===== src/design/ssa_pkg.sv =====
// Shared widths, register indexes, reset values and state types of the segment averager.
`default_nettype none

package ssa_pkg;

    // Fixed field widths
    localparam int MAG_W      = 16;
    localparam int AVG_W      = 16;
    localparam int IDX_W      = 6;
    localparam int BIN_CFG_W  = 13;
    localparam int SEG_CFG_W  = 7;
    localparam int CFG_IDX_W  = 2;
    localparam int CFG_DATA_W = 13;

    // Depth of the segment record queue between front and back
    localparam int QUEUE_DEPTH = 4;

    // Register indexes
    localparam logic [CFG_IDX_W-1:0] REG_BIN_COUNT     = 2'd0;
    localparam logic [CFG_IDX_W-1:0] REG_SEGMENT_COUNT = 2'd1;

    // Register reset values
    localparam logic [BIN_CFG_W-1:0] BIN_CFG_RESET = 13'd1024;
    localparam logic [SEG_CFG_W-1:0] SEG_CFG_RESET = 7'd64;

    typedef enum logic [1:0] {
        F_SETUP,
        F_DIVIDE,
        F_IDLE,
        F_FLUSH
    } front_state_t;

    typedef enum logic [1:0] {
        B_IDLE,
        B_DIV,
        B_HOLD
    } back_state_t;

endpackage

`default_nettype wire


===== src/design/ssa_divider.sv =====
// Iterative restoring divider, one quotient bit per cycle.
`default_nettype none

module ssa_divider import ssa_pkg::*; #(
    parameter int QW = 16,
    parameter int VW = 13
) (
    input  wire logic          aclk,
    input  wire logic          aresetn,
    input  wire logic          start,
    input  wire logic [VW-1:0] divisor,
    input  wire logic [VW-1:0] rem_init,
    input  wire logic [QW-1:0] dividend,
    output logic               done,
    output logic [QW-1:0]      quotient,
    output logic [VW-1:0]      remainder
);

    localparam int CNT_W = $clog2(QW + 1);

    logic [CNT_W-1:0] cnt_reg;
    logic             done_reg;
    logic [VW-1:0]    rem_reg;
    logic [QW-1:0]    quo_reg;
    logic [VW-1:0]    dsr_reg;

    logic [VW:0]      trial;
    logic [VW:0]      diff;
    logic             step_bit;
    logic [VW-1:0]    step_rem;

    // One restoring step: shift in the next dividend bit, subtract if it fits
    always_comb begin
        trial    = {rem_reg, quo_reg[QW-1]};
        diff     = trial - {1'b0, dsr_reg};
        step_bit = ~diff[VW];
        step_rem = step_bit ? diff[VW-1:0] : trial[VW-1:0];
    end

    // Step counter and done pulse
    always_ff @(posedge aclk) begin
        if (!aresetn) begin
            cnt_reg  <= '0;
            done_reg <= 1'b0;
        end else if (start) begin
            cnt_reg  <= CNT_W'(QW);
            done_reg <= 1'b0;
        end else if (cnt_reg != '0) begin
            cnt_reg  <= cnt_reg - CNT_W'(1);
            done_reg <= (cnt_reg == CNT_W'(1));
        end else begin
            done_reg <= 1'b0;
        end
    end

    // Operand and partial result registers
    always_ff @(posedge aclk) begin
        if (start) begin
            rem_reg <= rem_init;
            quo_reg <= dividend;
            dsr_reg <= divisor;
        end else if (cnt_reg != '0) begin
            rem_reg <= step_rem;
            quo_reg <= {quo_reg[QW-2:0], step_bit};
        end
    end

    assign done      = done_reg;
    assign quotient  = quo_reg;
    assign remainder = rem_reg;

endmodule

`default_nettype wire


===== src/design/ssa_queue.sv =====
// Small FIFO of segment records between the front and back parts.
`default_nettype none

module ssa_queue import ssa_pkg::*; #(
    parameter int WIDTH = 48,
    parameter int DEPTH = 4
) (
    input  wire logic             aclk,
    input  wire logic             aresetn,
    input  wire logic             push,
    input  wire logic [WIDTH-1:0] push_data,
    output logic                  full,
    input  wire logic             pop,
    output logic [WIDTH-1:0]      pop_data,
    output logic                  empty
);

    localparam int PTR_W = $clog2(DEPTH);
    localparam int CNT_W = $clog2(DEPTH + 1);

    logic [WIDTH-1:0] mem [DEPTH];
    logic [PTR_W-1:0] wr_ptr_reg;
    logic [PTR_W-1:0] rd_ptr_reg;
    logic [CNT_W-1:0] count_reg;
    logic             do_push;
    logic             do_pop;

    assign full     = (count_reg == CNT_W'(DEPTH));
    assign empty    = (count_reg == '0);
    assign do_push  = push && !full;
    assign do_pop   = pop && !empty;
    assign pop_data = mem[rd_ptr_reg];

    // Pointers and fill count
    always_ff @(posedge aclk) begin
        if (!aresetn) begin
            wr_ptr_reg <= '0;
            rd_ptr_reg <= '0;
            count_reg  <= '0;
        end else begin
            if (do_push) wr_ptr_reg <= wr_ptr_reg + PTR_W'(1);
            if (do_pop)  rd_ptr_reg <= rd_ptr_reg + PTR_W'(1);
            if (do_push && !do_pop)      count_reg <= count_reg + CNT_W'(1);
            else if (do_pop && !do_push) count_reg <= count_reg - CNT_W'(1);
        end
    end

    // Storage
    always_ff @(posedge aclk) begin
        if (do_push) mem[wr_ptr_reg] <= push_data;
    end

endmodule

`default_nettype wire


===== src/design/ssa_front.sv =====
// Front part: registers, bin intake and segment boundary tracking; emits one record per segment.
`default_nettype none

module ssa_front import ssa_pkg::*; #(
    parameter int MAX_BINS     = 4096,
    parameter int MAX_SEGMENTS = 64,
    parameter int REC_W        = IDX_W + 2 * $clog2(MAX_BINS + 1) + MAG_W + 1
) (
    input  wire logic                  aclk,
    input  wire logic                  aresetn,
    input  wire logic                  cfg_valid,
    output logic                       cfg_ready,
    input  wire logic [CFG_IDX_W-1:0]  cfg_index,
    input  wire logic [CFG_DATA_W-1:0] cfg_data,
    input  wire logic                  s_valid,
    output logic                       s_ready,
    input  wire logic [MAG_W-1:0]      s_magnitude,
    output logic                       rec_push,
    output logic [REC_W-1:0]           rec_data,
    input  wire logic                  rec_full
);

    localparam int BIN_W = $clog2(MAX_BINS + 1);
    localparam int SEG_W = $clog2(MAX_SEGMENTS + 1);
    localparam int SUM_W = MAG_W + BIN_W;

    front_state_t state_reg, state_next;

    logic [BIN_CFG_W-1:0] bin_cfg_reg;
    logic [SEG_CFG_W-1:0] seg_cfg_reg;

    logic [BIN_W-1:0] n_reg, n_next;
    logic [SEG_W-1:0] s_reg, s_next;
    logic [BIN_W-1:0] q_reg, q_next;
    logic [SEG_W-1:0] r_reg, r_next;
    logic [BIN_W-1:0] pos_reg, pos_next;
    logic [SEG_W-1:0] seg_reg, seg_next;
    logic [SUM_W-1:0] sum_reg, sum_next;
    logic [BIN_W-1:0] seg_start_reg, seg_start_next;
    logic [BIN_W-1:0] seg_end_reg, seg_end_next;
    logic [SEG_W-1:0] rem_reg, rem_next;

    logic [BIN_W-1:0] n_eff;
    logic [SEG_W-1:0] s_eff;
    logic             cfg_hit;
    logic             s_accept;
    logic [BIN_W-1:0] pos_inc;
    logic [BIN_W-1:0] flush_len;
    logic [SEG_W:0]   rem_sum;
    logic             rem_wrap;
    logic [SEG_W-1:0] rem_step;
    logic [BIN_W:0]   end_step;
    logic [SEG_W:0]   seg_inc;
    logic             flush_last;
    logic             frame_done;
    logic             div_start;
    logic             div_done;
    logic [BIN_W-1:0] div_quo;
    logic [SEG_W-1:0] div_rem;

    // Register writes; indexes beyond the list are dropped
    assign cfg_ready = 1'b1;
    assign cfg_hit   = cfg_valid
                       && (cfg_index == REG_BIN_COUNT || cfg_index == REG_SEGMENT_COUNT);

    always_ff @(posedge aclk) begin
        if (!aresetn) begin
            bin_cfg_reg <= BIN_CFG_RESET;
            seg_cfg_reg <= SEG_CFG_RESET;
        end else if (cfg_valid) begin
            if (cfg_index == REG_BIN_COUNT)     bin_cfg_reg <= cfg_data[BIN_CFG_W-1:0];
            if (cfg_index == REG_SEGMENT_COUNT) seg_cfg_reg <= cfg_data[SEG_CFG_W-1:0];
        end
    end

    // Clamp register values to the supported range
    always_comb begin
        if (bin_cfg_reg == '0)                n_eff = BIN_W'(1);
        else if (32'(bin_cfg_reg) > MAX_BINS) n_eff = BIN_W'(MAX_BINS);
        else                                  n_eff = BIN_W'(bin_cfg_reg);
        if (seg_cfg_reg == '0)                    s_eff = SEG_W'(1);
        else if (32'(seg_cfg_reg) > MAX_SEGMENTS) s_eff = SEG_W'(MAX_SEGMENTS);
        else                                      s_eff = SEG_W'(seg_cfg_reg);
    end

    // Quotient and remainder of bins over segments, once per setup
    ssa_divider #(
        .QW (BIN_W),
        .VW (SEG_W)
    ) u_cfg_div (
        .aclk      (aclk),
        .aresetn   (aresetn),
        .start     (div_start),
        .divisor   (s_eff),
        .rem_init  ('0),
        .dividend  (n_eff),
        .done      (div_done),
        .quotient  (div_quo),
        .remainder (div_rem)
    );

    // Segment boundary arithmetic
    always_comb begin
        s_accept   = s_valid && s_ready;
        pos_inc    = pos_reg + BIN_W'(1);
        flush_len  = seg_end_reg - seg_start_reg;
        rem_sum    = {1'b0, rem_reg} + {1'b0, r_reg};
        rem_wrap   = (rem_sum >= {1'b0, s_reg});
        rem_step   = rem_wrap ? SEG_W'(rem_sum - {1'b0, s_reg}) : rem_sum[SEG_W-1:0];
        end_step   = {1'b0, seg_end_reg} + {1'b0, q_reg} + (BIN_W + 1)'(rem_wrap);
        seg_inc    = {1'b0, seg_reg} + (SEG_W + 1)'(1);
        flush_last = !((seg_inc < {1'b0, s_reg}) && (end_step <= {1'b0, pos_reg}));
        frame_done = (pos_reg == n_reg);
        rec_data   = {IDX_W'(seg_reg), sum_reg, flush_len, flush_last};
    end

    // Next state
    always_comb begin
        state_next = state_reg;
        case (state_reg)
            F_SETUP:  state_next = F_DIVIDE;
            F_DIVIDE: if (div_done) state_next = F_IDLE;
            F_IDLE:   if (s_accept && seg_end_reg <= pos_inc) state_next = F_FLUSH;
            F_FLUSH:  if (!rec_full && flush_last) state_next = F_IDLE;
            default:  state_next = F_SETUP;
        endcase
        if (cfg_hit) state_next = F_SETUP;
    end

    // Outputs
    always_comb begin
        s_ready   = 1'b0;
        div_start = 1'b0;
        rec_push  = 1'b0;
        case (state_reg)
            F_SETUP:  div_start = 1'b1;
            F_DIVIDE: ;
            F_IDLE:   s_ready = 1'b1;
            F_FLUSH:  rec_push = !rec_full;
            default:  ;
        endcase
    end

    // Frame counters
    always_comb begin
        n_next         = n_reg;
        s_next         = s_reg;
        q_next         = q_reg;
        r_next         = r_reg;
        pos_next       = pos_reg;
        seg_next       = seg_reg;
        sum_next       = sum_reg;
        seg_start_next = seg_start_reg;
        seg_end_next   = seg_end_reg;
        rem_next       = rem_reg;
        case (state_reg)
            F_SETUP: begin
                n_next = n_eff;
                s_next = s_eff;
            end
            F_DIVIDE: begin
                if (div_done) begin
                    q_next         = div_quo;
                    r_next         = div_rem;
                    pos_next       = '0;
                    seg_next       = '0;
                    sum_next       = '0;
                    seg_start_next = '0;
                    seg_end_next   = div_quo;
                    rem_next       = div_rem;
                end
            end
            F_IDLE: begin
                if (s_accept) begin
                    sum_next = sum_reg + SUM_W'(s_magnitude);
                    pos_next = pos_inc;
                end
            end
            F_FLUSH: begin
                if (!rec_full) begin
                    // empty segments leave the sum for the segment that holds the bin
                    if (flush_len != '0) sum_next = '0;
                    seg_next       = seg_inc[SEG_W-1:0];
                    seg_start_next = seg_end_reg;
                    seg_end_next   = end_step[BIN_W-1:0];
                    rem_next       = rem_step;
                    if (flush_last && frame_done) begin
                        pos_next       = '0;
                        seg_next       = '0;
                        sum_next       = '0;
                        seg_start_next = '0;
                        seg_end_next   = q_reg;
                        rem_next       = r_reg;
                    end
                end
            end
            default: ;
        endcase
    end

    always_ff @(posedge aclk) begin
        if (!aresetn) begin
            state_reg     <= F_SETUP;
            pos_reg       <= '0;
            seg_reg       <= '0;
            sum_reg       <= '0;
            seg_start_reg <= '0;
            seg_end_reg   <= '0;
            rem_reg       <= '0;
        end else begin
            state_reg     <= state_next;
            pos_reg       <= pos_next;
            seg_reg       <= seg_next;
            sum_reg       <= sum_next;
            seg_start_reg <= seg_start_next;
            seg_end_reg   <= seg_end_next;
            rem_reg       <= rem_next;
        end
    end

    always_ff @(posedge aclk) begin
        n_reg <= n_next;
        s_reg <= s_next;
        q_reg <= q_next;
        r_reg <= r_next;
    end

endmodule

`default_nettype wire


===== src/design/ssa_back.sv =====
// Back part: divides the sum of each segment of two or more bins by its length and drives the result register.
`default_nettype none

module ssa_back import ssa_pkg::*; #(
    parameter int MAX_BINS = 4096,
    parameter int REC_W    = IDX_W + 2 * $clog2(MAX_BINS + 1) + MAG_W + 1
) (
    input  wire logic             aclk,
    input  wire logic             aresetn,
    input  wire logic             rec_valid,
    input  wire logic [REC_W-1:0] rec_data,
    output logic                  rec_pop,
    output logic                  m_valid,
    input  wire logic             m_ready,
    output logic [IDX_W-1:0]      m_segment_index,
    output logic [AVG_W-1:0]      m_average,
    output logic                  m_run_end
);

    localparam int BIN_W = $clog2(MAX_BINS + 1);
    localparam int SUM_W = MAG_W + BIN_W;

    back_state_t state_reg, state_next;

    logic [IDX_W-1:0] idx_reg;
    logic             last_reg;
    logic [AVG_W-1:0] avg_reg;
    logic             m_valid_reg;
    logic [IDX_W-1:0] m_idx_reg;
    logic [AVG_W-1:0] m_avg_reg;
    logic             m_last_reg;

    logic [IDX_W-1:0] rec_idx;
    logic [SUM_W-1:0] rec_sum;
    logic [BIN_W-1:0] rec_len;
    logic             rec_last;
    logic             take_short;
    logic             out_free;
    logic             can_take;
    logic             div_start;
    logic             div_done;
    logic [AVG_W-1:0] div_quo;
    logic             out_load;

    // Record fields
    always_comb begin
        rec_idx    = rec_data[REC_W-1 -: IDX_W];
        rec_sum    = rec_data[BIN_W+1 +: SUM_W];
        rec_len    = rec_data[1 +: BIN_W];
        rec_last   = rec_data[0];
        take_short = (rec_len <= BIN_W'(1));
        out_free   = !m_valid_reg || m_ready;
        can_take   = rec_valid && (state_reg == B_IDLE || (state_reg == B_HOLD && out_free));
    end

    // Mean of a segment; the sum's upper part is below the length, so 16 steps suffice
    ssa_divider #(
        .QW (AVG_W),
        .VW (BIN_W)
    ) u_avg_div (
        .aclk      (aclk),
        .aresetn   (aresetn),
        .start     (div_start),
        .divisor   (rec_len),
        .rem_init  (rec_sum[SUM_W-1:AVG_W]),
        .dividend  (rec_sum[AVG_W-1:0]),
        .done      (div_done),
        .quotient  (div_quo),
        .remainder ()
    );

    // Next state
    always_comb begin
        state_next = state_reg;
        case (state_reg)
            B_IDLE: begin
                if (rec_valid) state_next = take_short ? B_HOLD : B_DIV;
            end
            B_DIV: begin
                if (div_done) state_next = B_HOLD;
            end
            B_HOLD: begin
                if (out_free) begin
                    if (rec_valid) state_next = take_short ? B_HOLD : B_DIV;
                    else           state_next = B_IDLE;
                end
            end
            default: state_next = B_IDLE;
        endcase
    end

    // Outputs
    always_comb begin
        rec_pop   = 1'b0;
        div_start = 1'b0;
        out_load  = 1'b0;
        case (state_reg)
            B_IDLE: begin
                rec_pop   = can_take;
                div_start = can_take && !take_short;
            end
            B_DIV: ;
            B_HOLD: begin
                out_load  = out_free;
                rec_pop   = can_take;
                div_start = can_take && !take_short;
            end
            default: ;
        endcase
    end

    always_ff @(posedge aclk) begin
        if (!aresetn) begin
            state_reg   <= B_IDLE;
            m_valid_reg <= 1'b0;
        end else begin
            state_reg <= state_next;
            if (out_load)     m_valid_reg <= 1'b1;
            else if (m_ready) m_valid_reg <= 1'b0;
        end
    end

    // Result payload; empty segments give zero, single-bin segments their bin
    always_ff @(posedge aclk) begin
        if (can_take) begin
            idx_reg  <= rec_idx;
            last_reg <= rec_last;
            if (rec_len == '0)   avg_reg <= '0;
            else if (take_short) avg_reg <= rec_sum[AVG_W-1:0];
        end else if (state_reg == B_DIV && div_done) begin
            avg_reg <= div_quo;
        end
        if (out_load) begin
            m_idx_reg  <= idx_reg;
            m_avg_reg  <= avg_reg;
            m_last_reg <= last_reg;
        end
    end

    assign m_valid         = m_valid_reg;
    assign m_segment_index = m_idx_reg;
    assign m_average       = m_avg_reg;
    assign m_run_end       = m_last_reg;

endmodule

`default_nettype wire


===== src/design/spectrum_segment_averager_unit.sv =====
// Spectrum segment averager: front intake, record queue and dividing back end.
//
// Usage: magnitudes of one frame enter on the s_ channel, one bin per item. For each
// segment of the frame one item leaves on the m_ channel, in segment order, with the
// segment index, the truncated mean of its bins (0 for an empty segment) and run_end
// set on the last result caused by one input bin. Both channels are valid/ready.
// Throughput: one bin per cycle inside a segment; a bin that closes segments holds
// s_ready low while it emits one record per closed segment into the queue. The back
// end works through each segment of two or more bins bit by bit (16 quotient bits,
// one a cycle) and takes no new record until its quotient is done, so short
// segments back up through the four-entry record queue into the front. A segment
// of at most one bin skips the divider.
// Reset and register writes: the cfg channel is always ready; a write to bin_count
// or segment_count drops the frame in progress, and s_ready stays low while bins
// over segments is divided. The same setup runs after reset. A stalled receiver
// fills the result register, then the queue, and finally lowers s_ready; nothing
// is dropped.
`default_nettype none

module spectrum_segment_averager_unit import ssa_pkg::*; #(
    parameter int MAX_BINS     = 4096,
    parameter int MAX_SEGMENTS = 64
) (
    input  wire logic                  aclk,
    input  wire logic                  aresetn,
    input  wire logic                  cfg_valid,
    output logic                       cfg_ready,
    input  wire logic [CFG_IDX_W-1:0]  cfg_index,
    input  wire logic [CFG_DATA_W-1:0] cfg_data,
    input  wire logic                  s_valid,
    output logic                       s_ready,
    input  wire logic [MAG_W-1:0]      s_magnitude,
    output logic                       m_valid,
    input  wire logic                  m_ready,
    output logic [IDX_W-1:0]           m_segment_index,
    output logic [AVG_W-1:0]           m_average,
    output logic                       m_run_end
);

    localparam int BIN_W = $clog2(MAX_BINS + 1);
    localparam int REC_W = IDX_W + (MAG_W + BIN_W) + BIN_W + 1;

    logic             rec_push;
    logic [REC_W-1:0] rec_in;
    logic             rec_full;
    logic             rec_pop;
    logic [REC_W-1:0] rec_out;
    logic             rec_empty;

    ssa_front #(
        .MAX_BINS     (MAX_BINS),
        .MAX_SEGMENTS (MAX_SEGMENTS),
        .REC_W        (REC_W)
    ) u_front (
        .aclk        (aclk),
        .aresetn     (aresetn),
        .cfg_valid   (cfg_valid),
        .cfg_ready   (cfg_ready),
        .cfg_index   (cfg_index),
        .cfg_data    (cfg_data),
        .s_valid     (s_valid),
        .s_ready     (s_ready),
        .s_magnitude (s_magnitude),
        .rec_push    (rec_push),
        .rec_data    (rec_in),
        .rec_full    (rec_full)
    );

    ssa_queue #(
        .WIDTH (REC_W),
        .DEPTH (QUEUE_DEPTH)
    ) u_queue (
        .aclk      (aclk),
        .aresetn   (aresetn),
        .push      (rec_push),
        .push_data (rec_in),
        .full      (rec_full),
        .pop       (rec_pop),
        .pop_data  (rec_out),
        .empty     (rec_empty)
    );

    ssa_back #(
        .MAX_BINS (MAX_BINS),
        .REC_W    (REC_W)
    ) u_back (
        .aclk            (aclk),
        .aresetn         (aresetn),
        .rec_valid       (!rec_empty),
        .rec_data        (rec_out),
        .rec_pop         (rec_pop),
        .m_valid         (m_valid),
        .m_ready         (m_ready),
        .m_segment_index (m_segment_index),
        .m_average       (m_average),
        .m_run_end       (m_run_end)
    );

endmodule

`default_nettype wire

===== config.mk =====
export PLATFORM = sky130hd
export DESIGN_NAME = spectrum_segment_averager_unit
export DESIGN_NICKNAME = d
export VERILOG_FILES = /design/src/design/ssa_pkg.sv /design/src/design/ssa_divider.sv /design/src/design/ssa_queue.sv /design/src/design/ssa_front.sv /design/src/design/ssa_back.sv /design/src/design/spectrum_segment_averager_unit.sv
export SDC_FILE = /design/constraint.sdc
export NUM_CORES = 1
export LEC_CHECK = 0
export ABC_CLOCK_PERIOD_IN_PS = 20100
export BUFFER_PORTS_ARGS = -buffer_cell sky130_fd_sc_hd__buf_4
export CORE_MARGIN = 1
export CORE_UTILIZATION = 57
export CTS_BUF_LIST = sky130_fd_sc_hd__clkbuf_4
export DETAILED_ROUTE_END_ITERATION = 8
export PLACE_DENSITY = 0.8
export SKIP_LAST_GASP = 1
export SLEW_MARGIN = 20
export SYNTH_ARGS = -nofsm -noshare
export SYNTH_HDL_FRONTEND = slang
export SYNTH_SLANG_ARGS = --single-unit

===== constraint.sdc =====
create_clock -name aclk -period 20.1 [get_ports aclk]
set_clock_uncertainty 0.2 [all_clocks]
set_input_delay 4.02 -clock aclk [delete_from_list [all_inputs] [get_ports aclk]]
set_output_delay 4.02 -clock aclk [all_outputs]
set_load 0.05 [all_outputs]

==> qor.yml, run 1 <==
grt_pass1_vias: 15360
gp_congestion: 0.9504
die_y_um: 200.6
synth_edf_count: 337
fin_cells: 2548
hold_viol: 0
yosysMostFrequentCell: "edfxtp_1"
cts_tree: "yes"
synthCells: 1810
synthDistinctLibCells: 74
clkSinkCount: 471
yosys.area.top_type: "edfxtp_1"
cts_resized: 0
maxCapViolations: 0
leakagePower_uw: 0.009101
drt-vias-per-instance: 5.903
clockBufferDepth: 3
arrival_ns: 9.18
cts_made_buffers: 113
nFillCells: 2877
avgRoutedWirePerCell_um: 19.00
synth_nets: 1972
synth_top_area_share: 0.4501
design_area_um2: 24960
drt_first_pass_iters: 6
track_usage: 0.2452
synthArstFlopShare: 0
synth_warnings: 0
rsz0062_at_grt: "false"
relSlewSlack: 0.2679
cts_root_buf: "clkbuf_4"
postCtsSetupBuffers: 0
overflow: 0
port_buffers: 60
worst_pin_slew_ns: 1.093
p_per_area_nw_per_um2: 104.0
cpMostUsedCell: "a21oi_1"
slowest_delay_ns: 0.84
startpoint_type: "register"
largest_reg_flops: 196
outcome: "finished clean"
ys.flop_type: "edfxtp_1"
synth-seq-cells: 471
hold_class: "register to register"
grt_start_max_net_pins: 83
syn2layout_area_growth_pct: 11.01
die_area_um2: 40240
io_pins: 62
cp_max_fo: 17
hold_path_depth: 0
grt_pass1_wl_um: 78320
yosys-top-cells-area: "edfxtp_1 45%, dfxtp_1 12%, ha_1 6.5%"
dpl_cell_area_um2: 23470
multiInputGateArea_um2: 9109
r2r_cells: 31
post-route-util: 0.6443
die_w_um: 200.6
setup_viol_count_final: 0
critical_path_class: "register to register"
insertion_delay_ns: 0.84
hold_buffers: 0
clkSlewWorstSetupHoldPaths_ns: 0.06
antenna_found_initial: 1
coreArea_um2: 38740
initial_core_util: 0.5804
endpoint_kind: "register"
syn_area_um2: 22480
netlist_top_cells_count: "337 x edfxtp_1, 134 x dfxtp_1, 125 x a21oi_1"
required_ns: 20.57
num_vias: 15040
fp-row-count: 72
regArea_um2: 12810
yosysSeqAreaShare: 0.5694
cts.htree.levels: 3
totalWireLength_um: 48400
finalCriticalPeriod_ns: 8.716
ant_nets: 0
place_hpwl_um: 33010
fin_crit_sh: 0.4336
drc: 0
drtIter0Drc: 979
final.setup.tns_ns: 0
fmax_mhz: 114.7
slew_violations: 0
drive_gt1_frac: 0.1858
syn_area_per_cell_um2: 12.42
dp.cells: 2331
finish.net_count: 2090
critPathSlowestCell: "nor2_1"
ir_worst_vdd_uv: 73.67
path summary, 6_finish.rpt:
path | start | to | slack, ns
worst max-delay path | u_front.r_reg[0] | u_front.seg_reg[6] | 11.38
worst min-delay path | u_back.idx_reg[5] | u_back.m_segment_index[5] | 0.19
worst max register to register | u_front.r_reg[0] | u_front.seg_reg[6] | 11.38
worst min register to register | u_back.idx_reg[5] | u_back.m_segment_index[5] | 0.19
kinds of logic after synthesis:
logic type                 after synthesis  share of synthesized area
DFF                                    471                     0.5694
and+or+nand+nor                        453                    0.09761
AOI/OAI and AO/OA                      383                     0.1111
buffers and inverters                  159                    0.02771
muxes                                  130                    0.08693
adders and majority gates              126                    0.07313
xor gates and xnor gates                87                    0.03389
other                                    1                  0.0001668
layer usage:
metal	GRT usage	share of wire
met1	0.2869	0.39
met2	0.4318	0.51
met3	0.04302	0.056
met4	0.1284	0.040
met5	0	0
cells in the final DEF, fill, tap and decap left out, drive strengths merged, types with 6 or more instances in the layout:
cell    netlist  routed
mux2i        49      49
nand4        12      12
buf          13      81
nand2       111     111
o31a          6       6
nand2b       18      18
mux2         32      32
and3          9       9
or2           9       9
a21oi       125     125
nor2b        35      35
ha          117     117
xor2         29      29
a21boi        6       6
a21o         23      23
o41ai         7       7
o21a         25      25
or3          10      10
mux4         49      49
a31o          9       9
edfxtp      337     337
a211oi       26      26
inv          79      83
o21ai        65      65
clkbuf       65     162
nor2        113     113
and2         10      10
nor4         16      16
o211ai       17      17
xnor2        58      58
a31oi        13      13
nor3         30      30
dfxtp       134     134
o31ai         9       9
clkinv        2      49
a22o         16      16
fa            9       9
nand3        63      63
report_power, final:
part	total, µW	switching (µW)	internal [µW]
combinational	614	338	276
sequential	1210	45.9	1160
clock	772	382	389
total	2590	766	1830
critical path, delay by kind of cell (launching register included):
family | cells | cell delay [ns]
xor gates and xnor gates | 2 | 0.33
adders and majority gates | 6 | 1.83
buffers and inverters | 2 | 0.24
AOI/OAI and AO/OA | 14 | 3.58
and+or+nand+nor | 7 | 2.02
DFF | 1 | 0.39
layout make-up:
| cell class | count | share of cell area |
|---|---|---|
| flip-flops and latches | 471 | 0.5131 |
| multi-input cells | 1180 | 0.3649 |
| clock buffers | 162 | 0.04873 |
| well taps | 518 | 0.02597 |
| repair buffers | 81 | 0.02436 |
| inverters | 81 | 0.01218 |
| clock inverters | 54 | 0.01058 |
| diodes | 1 | 0.0001003 |
per-stage QoR:
stage | hold WS (ns) | setup slack [ns] | power (µW)
after floorplan | 0.2003 | 12.53 | 1689
after global placement | 0.2013 | 11.86 | 1814
after detailed placement | 0.2045 | 11.43 | 1843
after CTS | 0.1674 | 11.49 | 2623
after global routing | 0.1760 | 10.86 | 2736
final | 0.1875 | 11.38 | 2595
Power figures use the tool's default switching activity.
==> run 2, diff against run 1 <==
--- a/config.mk
+++ b/config.mk
@@ -5,13 +5,13 @@
 export SDC_FILE = /design/constraint.sdc
 export NUM_CORES = 1
 export LEC_CHECK = 0
-export ABC_CLOCK_PERIOD_IN_PS = 20100
+export ABC_CLOCK_PERIOD_IN_PS = 7410
 export BUFFER_PORTS_ARGS = -buffer_cell sky130_fd_sc_hd__buf_4
 export CORE_MARGIN = 1
 export CORE_UTILIZATION = 57
 export CTS_BUF_LIST = sky130_fd_sc_hd__clkbuf_4
 export DETAILED_ROUTE_END_ITERATION = 8
-export PLACE_DENSITY = 0.8
+export PLACE_DENSITY = 0.83
 export SKIP_LAST_GASP = 1
 export SLEW_MARGIN = 20
 export SYNTH_ARGS = -nofsm -noshare
==> constraint.sdc (replaced) <==
create_clock -name aclk -period 7.41 [get_ports aclk]
set_clock_uncertainty 0.2 [all_clocks]
set_input_delay 1.482 -clock aclk [delete_from_list [all_inputs] [get_ports aclk]]
set_output_delay 1.482 -clock aclk [all_outputs]
set_load 0.05 [all_outputs]
==> qor.yml, run 2 (same netlist as run 1, synthesis figures left out) <==
layout_setup_ws_ns: 0.3588
slowest_delay_ns: 0.55
place_hpwl_um: 33250
cts_made_buffers: 116
critical_path_class: "register to register"
cts_root_buf: "clkbuf_4"
hold_path_depth: 0
io_pins: 62
clkSlewWorstSetupHoldPaths_ns: 0.07
busiest_layer: "met2"
largest_reg_flops: 196
hold_class: "register to register"
startpoint_type: "register"
nFillCells: 2754
slew_violations: 0
layout.cells.most_common_list: "337 x edfxtp_1, 180 x clkbuf_4, 132 x dfxtp_1"
cts.htree.levels: 3
grtUsageMet1: 0.2887
endpoint_kind: "register"
place_ws_ns: -0.1276
met2_usage: 0.4203
grt_pass1_wl_um: 76960
syn2layout_area_growth_pct: 12.89
drt_first_pass_iters: 5
cpMostUsedCell: "ha_1"
arrival_ns: 7.64
ant_nets: 0
hold_viol: 0
grt.met3_usage: 0.04692
relSlewSlack: 0.2993
finish.net_count: 2111
track_usage: 0.2425
outcome: "finished clean"
drc: 0
overflow: 0
path_buf_inv: 5
min-delay-start: "u_back.avg_reg[1]"
p_per_area_nw_per_um2: 280.2
r2r_cells: 33
insertion_delay_ns: 0.87
post-route-util: 0.6552
grt_pass1_vias: 15410
drive_gt1_frac: 0.2094
final_common_cell: "edfxtp_1"
finalCriticalPeriod_ns: 7.051
gp_congestion: 0.9331
fin_cells: 2576
die_area_um2: 40240
r2r-end: "u_front.sum_reg[1]"
antenna_found_initial: 2
fp-row-count: 72
drtIter0Drc: 1097
setup_viol_count_final: 0
final.setup.tns_ns: 0
coreArea_um2: 38740
fmax_mhz: 141.8
totalWireLength_um: 48830
drt-vias-per-instance: 5.922
worst-path-stages: 33
whs_endpoint: "u_back.m_average[1]"
dp.cells: 2342
avgRoutedWirePerCell_um: 18.96
critPathSlowestCell: "or4_4"
required_ns: 8.00
die_y_um: 200.6
num_vias: 15260
leakagePower_uw: 0.009307
cts_tree: "yes"
worst_pin_slew_ns: 1.038
r2r_start: "u_front.r_reg[1]"
port_buffers: 60
initial_core_util: 0.5804
grt_start_max_net_pins: 59
cp_max_fo: 17
path_delay_family: "compound AO/OA/AOI/OAI gates"
reg2reg_slack_ns: 0.36
maxCapViolations: 0
clockBufferDepth: 3
clkSinkCount: 471
power_uw: 7113
ir_worst_vdd_uv: 237.2
die_w_um: 200.6
fin_crit_sh: 0.9516
run 2: cell count changes in the layout (fill, tap and decap cells not counted), moves of 3 or more:
cell,delta
buf_4,+11
fa_1,-3
a21oi_2,+3
fa_2,+3
a21oi_1,-3
clkbuf_4,+18
buf_12,+3
clkinv_1,-9
diode_2,+4
run 2: timing repair:
item,in CTS,in global routing
gates cloned,1,2
pin swaps,2,14
gates resized for setup,7,16
setup buffers,1,3
hold buffers,0,0
setup endpoints to repair,47,83
run 2: where the power goes:
group / total [µW] / internal [µW] / switching, µW
registers: 3290 / 3160 / 129
clock network: 2150 / 1120 / 1040
logic: 1670 / 755 / 918
total: 7110 / 5030 / 2080
run 2: worst max-delay path by stage:
stage,start,end
4_1_cts,u_front.r_reg[0],u_front.sum_reg[19]
2_1_floorplan,u_front.r_reg[0],u_front.sum_reg[12]
6_report,u_front.r_reg[1],u_front.sum_reg[1]
3_3_place_gp,u_front.r_reg[0],u_front.sum_reg[12]
5_1_grt,u_front.r_reg[0],u_front.sum_reg[5]
3_5_place_dp,u_front.r_reg[0],u_front.sum_reg[26]
run 2: worst register-to-register path, delay by kind of cell (launching register included):
family / cells / cell delay, ns
and+or+nand+nor: 6 / 1.04
adders and majority gates: 5 / 1.41
xor gates and xnor gates: 1 / 0.19
DFF: 1 / 0.45
AOI/OAI and AO/OA: 16 / 2.93
buffers and inverters: 5 / 0.79
run 2: layout make-up:
cell class,count,area (µm²),area share
tap,518,648.1,0.02554
clock inverter,42,205.2,0.008085
antenna,5,12.51,0.0004930
timing repair buffer,99,844.6,0.03328
inverter,81,304.0,0.01198
multi-input combinational,1180,9208,0.3628
sequential,471,12810,0.5046
clock buffer,180,1351,0.05324
run 2: per-layer routing:
layer / vias up / share of wire
met3: 120 / 0.057
met2: 507 / 0.51
met5: - / 0
li1: 7197 / -
met4: 0 / 0.037
met1: 7432 / 0.40
run 2: per-stage QoR:
step	hold WS, ns	cell area (µm²)
2_1_floorplan	0.2003	22500
3_3_place_gp	0.2013	23590
3_5_place_dp	0.2045	23590
4_1_cts	0.2127	25210
5_1_grt	0.2230	25380
6_report	0.2150	25380
